### config.mk
export PLATFORM = sky130hd
export DESIGN_NAME = dihed_isqrt
export DESIGN_NICKNAME = d
export VERILOG_FILES = /design/src/rtl/dihed_pkg.sv /design/src/rtl/dihed_isqrt.sv
export SDC_FILE = /design/constraint.sdc
export NUM_CORES = 2
export LEC_CHECK = 0
export ABC_CLOCK_PERIOD_IN_PS = 12700
export BUFFER_PORTS_ARGS = -buffer_cell sky130_fd_sc_hd__buf_2
export CAP_MARGIN = 0
export CORE_MARGIN = 2
export CORE_UTILIZATION = 55
export DETAILED_ROUTE_END_ITERATION = 7
export PLACE_DENSITY = 0.67
export SLEW_MARGIN = 20
export SYNTH_ARGS = -nofsm -noshare
export SYNTH_HDL_FRONTEND = slang
export SYNTH_SLANG_ARGS = --single-unit
### constraint.sdc
create_clock -name clk -period 12.7 [get_ports clk]
set_input_delay 1.27 -clock clk [delete_from_list [all_inputs] [get_ports clk]]
set_output_delay 1.27 -clock clk [all_outputs]
set_load 0.005 [all_outputs]
### src/rtl/dihed_pkg.sv
// shared types, widths and constants for the dihedral angle pipeline
package dihed_pkg;

    localparam int COORD_W   = 20;
    localparam int DIFF_W    = COORD_W + 1;
    localparam int SQ_W      = 2 * DIFF_W;
    localparam int PROD_W    = SQ_W + 1;
    localparam int LO_W      = 22;
    localparam int HI_W      = PROD_W - LO_W;
    localparam int DP_W      = 2 * PROD_W;
    localparam int DOT_W     = DP_W + 2;
    localparam int TR_W      = 64;
    localparam int ZZ_W      = SQ_W;
    localparam int SQRT_FRAC = 20;
    localparam int RAD_W     = 64;
    localparam int ROOT_W    = 31;
    localparam int XMAG_SHIFT = 10;
    localparam int MAG_W     = DOT_W + XMAG_SHIFT;
    localparam int HALF_W    = 32;
    localparam int NORM_W    = 30;
    localparam int XY_W      = 34;
    localparam int ACC_W     = 25;
    localparam int ANGLE_W   = 17;
    localparam int ROUND_SHIFT = 8;

    localparam int FRONT_ZZ_LAT = 3;
    localparam int FRONT_LAT    = 7;
    localparam int SQRT_STAGES  = RAD_W / 4;
    localparam int NORM_STEPS   = 7;
    localparam int SCALE_LAT    = 2 + NORM_STEPS;
    localparam int RESULT_LAT_BASE = FRONT_ZZ_LAT + SQRT_STAGES + SCALE_LAT + 2;

    localparam int CORDIC_STEPS_DEF = 16;
    localparam int HALF_TURN   = 23040;
    localparam int FULL_TURN   = 46080;
    localparam int QUARTER_ACC = 90 * 32768;
    localparam logic signed [ANGLE_W-1:0] ANGLE_UNDEF = ANGLE_W'(FULL_TURN);

    typedef struct packed {
        logic signed [COORD_W-1:0] x;
        logic signed [COORD_W-1:0] y;
        logic signed [COORD_W-1:0] z;
    } dihed_pt_t;

    typedef struct packed {
        logic       x_neg;
        logic       y_neg;
        logic       undef;
    } dihed_side_t;

    typedef struct packed {
        logic [DOT_W-1:0] d_mag;
        logic [TR_W-1:0]  tr_mag;
        dihed_side_t      side;
    } dihed_prod_t;

    typedef struct packed {
        logic [NORM_W-1:0] xm;
        logic [NORM_W-1:0] ym;
        dihed_side_t       side;
    } dihed_norm_t;

    // arctangent of 2^-i in 2^-15 degree, rounded to nearest
    function automatic logic [20:0] atan_entry(input int unsigned idx);
        logic [20:0] v;
        case (idx)
            0:  v = 21'd1474560;
            1:  v = 21'd870484;
            2:  v = 21'd459940;
            3:  v = 21'd233473;
            4:  v = 21'd117189;
            5:  v = 21'd58652;
            6:  v = 21'd29333;
            7:  v = 21'd14667;
            8:  v = 21'd7334;
            9:  v = 21'd3667;
            10: v = 21'd1833;
            11: v = 21'd917;
            12: v = 21'd458;
            13: v = 21'd229;
            14: v = 21'd115;
            15: v = 21'd57;
            16: v = 21'd29;
            17: v = 21'd14;
            18: v = 21'd7;
            19: v = 21'd4;
            20: v = 21'd2;
            21: v = 21'd1;
            default: v = 21'd0;
        endcase
        return v;
    endfunction

endpackage

### src/rtl/dihed_isqrt.sv
// pipelined integer square root, two result bits per stage
module dihed_isqrt (
    input  logic                         clk,
    input  logic                         rst_n,
    input  logic                         in_valid,
    input  logic [dihed_pkg::RAD_W-1:0]  radicand,
    output logic                         out_valid,
    output logic [dihed_pkg::ROOT_W-1:0] root
);

    localparam int RAD_W  = dihed_pkg::RAD_W;
    localparam int STAGES = dihed_pkg::SQRT_STAGES;
    localparam int QW     = RAD_W / 2;
    localparam int REM_W  = QW + 3;

    typedef struct packed {
        logic [REM_W-1:0] rem;
        logic [QW-1:0]    root;
    } sq_t;

    function automatic sq_t sq_step(input logic [REM_W-1:0] rem, input logic [QW-1:0] rt,
                                    input logic [1:0] pair);
        logic [REM_W-1:0] r;
        logic [REM_W-1:0] t;
        sq_t              res;
        r = {rem[REM_W-3:0], pair};
        t = {1'b0, rt, 2'b01};
        if (r >= t)
        begin
            res.rem  = r - t;
            res.root = {rt[QW-2:0], 1'b1};
        end
        else
        begin
            res.rem  = r;
            res.root = {rt[QW-2:0], 1'b0};
        end
        return res;
    endfunction

    logic             vld_reg  [STAGES];
    logic [RAD_W-1:0] src_reg  [STAGES];
    logic [REM_W-1:0] rem_reg  [STAGES];
    logic [QW-1:0]    root_reg [STAGES];

    for (genvar s = 0; s < STAGES; s++)
    begin : g_stage
        logic             vin;
        logic [RAD_W-1:0] sin;
        logic [REM_W-1:0] rin;
        logic [QW-1:0]    qin;
        sq_t              mid;
        sq_t              st_next;

        if (s == 0)
        begin : g_first
            assign vin = in_valid;
            assign sin = radicand;
            assign rin = '0;
            assign qin = '0;
        end
        else
        begin : g_rest
            assign vin = vld_reg[s-1];
            assign sin = src_reg[s-1];
            assign rin = rem_reg[s-1];
            assign qin = root_reg[s-1];
        end

        always_comb
        begin
            mid     = sq_step(rin, qin, sin[RAD_W-1-4*s -: 2]);
            st_next = sq_step(mid.rem, mid.root, sin[RAD_W-3-4*s -: 2]);
        end

        always_ff @(posedge clk or negedge rst_n)
        begin
            if (!rst_n)
            begin
                vld_reg[s] <= 1'b0;
            end
            else
            begin
                vld_reg[s] <= vin;
            end
        end

        always_ff @(posedge clk)
        begin
            src_reg[s]  <= sin;
            rem_reg[s]  <= st_next.rem;
            root_reg[s] <= st_next.root;
        end
    end

    assign out_valid = vld_reg[STAGES-1];
    assign root      = root_reg[STAGES-1][dihed_pkg::ROOT_W-1:0];

endmodule

==> impl_metrics.json <==
{
  "final_cells": 9877,
  "path_class": "flop to flop",
  "netlist.area_leader.share": 0.355,
  "final_common_cell": "dfxtp_1",
  "yosysTopAreaCell": "dfxtp_1",
  "num_io_pins": 99,
  "rsz0062_at_grt": "false",
  "grt_use_met2": 0.511,
  "crit_path_frequent_cell": "a21oi_1",
  "yosys_warnings": 0,
  "synth-seq-cells": 1240,
  "cp_slowest_stage_delay_ns": 0.75,
  "wl_um": 194000,
  "met3_usage": 0.0392,
  "synth_top_family_by_area": "compound AO/OA/AOI/OAI gates",
  "cp-start-kind": "flop",
  "grt_busiest_layer": "met2",
  "seq_area_frac_synth": 0.361,
  "ctsResizeCount": 0,
  "post-cts-setup-buffers": 0,
  "clock_sink_count": 1240,
  "synthSimpleGateAreaFrac": 0.192,
  "finClkSkew_ns": 0.0208,
  "post-place-cells": 9624,
  "arrival_ns": 8.08,
  "fin_nets": 8748,
  "setup_viol": 0,
  "clk_path_buf_depth": 3,
  "worstHoldPathType": "flop to flop",
  "ant_nets": 0,
  "mostFrequentLayoutCells": "dfxtp_1, a21oi_1, nor2_1",
  "async_flop_share": 0.0129,
  "syn_area_um2": 69000,
  "grt_pass1_wl_um": 302000,
  "slowest_stage": "o41ai_1",
  "num_vias": 58300,
  "yosys.area_share.xor_xnor": 0.0929,
  "synth_fa_ha_area_frac": 0.101,
  "setup_tns_ns": 0,
  "path_max_fanout": 44,
  "drtIter0Drc": 4152,
  "drcViolationCount": 0,
  "gp_congestion": 0.996,
  "p_per_area_nw_per_um2": 187,
  "min_period_over_period": 0.585,
  "peakVddDrop_uv": 165,
  "firstDrtPassIters": 6,
  "fillers": 11000,
  "synthCells": 8096,
  "grt_max_degree": 53,
  "dieWidth_um": 358,
  "die-height_um": 358,
  "area_delta_synth_final_pct": 9.54,
  "clkTransAtPathRegs_ns": 0.06,
  "relSlewSlack": 0.246,
  "power_leakage_nw": 34.4,
  "largest_reg_flops": 480,
  "port_buffers": 98,
  "synth_compound_area_frac": 0.195,
  "hold_violations": 0,
  "root_buffer": "clkbuf_16",
  "cp.required_ns": 13.34,
  "synthFlopType": "dfxtp_1",
  "dieArea_um2": 128000,
  "fin_ws_ns": 5.27,
  "maxCapViolCount": 0,
  "synthTopCellsByArea": "dfxtp_1, ha_1, xnor2_1",
  "dp_hpwl_um": 153000,
  "dp_slack_ns": 5.47,
  "power_mw": 14.1,
  "rows": 129,
  "wl_per_cell_um": 19.6,
  "routed_via_density": 5.91,
  "cts_tree": "yes",
  "final.min_clock_period_ns": 7.43,
  "ctsHoldBuffers": 0,
  "clk_latency_ns": 0.78,
  "synth_cell_type_count": 114,
  "syn_area_per_cell_um2": 8.52,
  "end_kind": "flop",
  "cts_buffers": 135,
  "antenna_found_initial": 7,
  "synth_edf_count": 0,
  "cts_max_level": 4,
  "drv_slew": 0,
  "status": "finished clean",
  "worst_pin_slew_ns": 1.10,
  "crit_chain": "inv_1, ha_1, nand4_1, o2111a_1, o211ai_1, nand3_1, nand2_1, inv_1, o41ai_1, ha_1, a21o_1, a21o_1, a21oi_1, a21oi_1, nor2b_1, nand4b_1, a21oi_1, nor4bb_1, and3_1, inv_2, mux2_2",
  "drive_gt1_frac": 0.0696,
  "synth_mux_area_frac": 0.0175,
  "gr-usage-all-layers": 0.294,
  "coreArea_um2": 124000,
  "grtUsageMet1": 0.370,
  "grt-ovfl-total": 0,
  "grt_pass1_vias": 55500,
  "fmax_ghz": 0.135,
  "initial_utilization": 0.556
}
critical path, delay by kind of cell (launching register included):
family / cells / cell delay, ns
and+or+nand+nor: 7 / 2.02
AOI/OAI and AO/OA: 8 / 2.31
buffers and inverters: 3 / 0.99
muxes: 1 / 0.43
adders and majority gates: 2 / 0.88
DFF: 1 / 0.65
through the flow:
step                 util  hold slack [ns]  instance area (µm²)
floorplan               -            0.310                69000
global placement    0.570            0.310                70800
detailed placement  0.570            0.312                70800
CTS                 0.609            0.320                75600
global route        0.609            0.322                75600
finish              0.609            0.315                75600
worst paths after layout:
check / start / to / slack (ns) / depth (start not counted)
worst max-delay path: root_reg[1][132] / rem_reg[1][180] / 5.27 / 21
worst min-delay path: src_reg[0][155] / src_reg[0][219] / 0.32 / 0
worst max register to register: root_reg[1][132] / rem_reg[1][180] / 5.27 / 21
worst min register to register: src_reg[0][155] / src_reg[0][219] / 0.32 / 0
max in group asynchronous: rst_n / g_stage[4].vin / 12.01 / 1
min in group asynchronous: rst_n / g_stage[8].vin / 0.41 / 1
area by class of cell:
class | instances | area [µm²] | area share
well taps | 1637 | 2050 | 0.0271
multi-input cells | 6135 | 41300 | 0.547
diodes | 2 | 5.00 | 0.0000662
inverters | 489 | 1840 | 0.0243
repair buffers | 123 | 678 | 0.00897
flip-flops and latches | 1240 | 24900 | 0.330
clock buffers | 176 | 3760 | 0.0498
clock inverters | 75 | 1010 | 0.0134
cells by family after synthesis:
logic type | after synthesis
and+or+nand+nor | 2615
AOI/OAI and AO/OA | 2120
DFF | 1240
xor gates and xnor gates | 731
buffers and inverters | 723
adders and majority gates | 557
muxes | 109
other | 1
cell usage after synthesis (all sizes together) (19+ instances only):
library cell	instances
a211o	25
a211oi	57
a21boi	26
a21o	257
a21oi	663
a31oi	86
and2	59
and3	67
and4	30
buf	68
clkbuf	166
dfxtp	1224
ha	557
inv	487
mux2	85
mux2i	24
nand2	652
nand2b	82
nand3	192
nand3b	32
nand4	130
nand4b	22
nor2	661
nor2b	90
nor3	206
nor3b	23
nor4	138
nor4b	26
o211ai	62
o21a	88
o21ai	472
o21bai	67
o311ai	19
o31a	25
o31ai	78
or2	44
or3	78
or4	52
xnor2	465
xor2	266
power by group:
part           total [mW]  switching [mW]  leakage, nW  internal, mW
registers            5.24           0.686         10.4          4.56
clock network        4.14            1.68         2.33          2.46
logic                4.74            2.84         21.7          1.90
routing by layer:
layer | routed length [µm] | vias to the layer above
met2 | 92500 | 1600
met4 | 7510 | 4
met5 | 33 | -
met1 | 84600 | 27400
li1 | - | 28900
met3 | 9270 | 363
(Power assumes the default switching activity.)
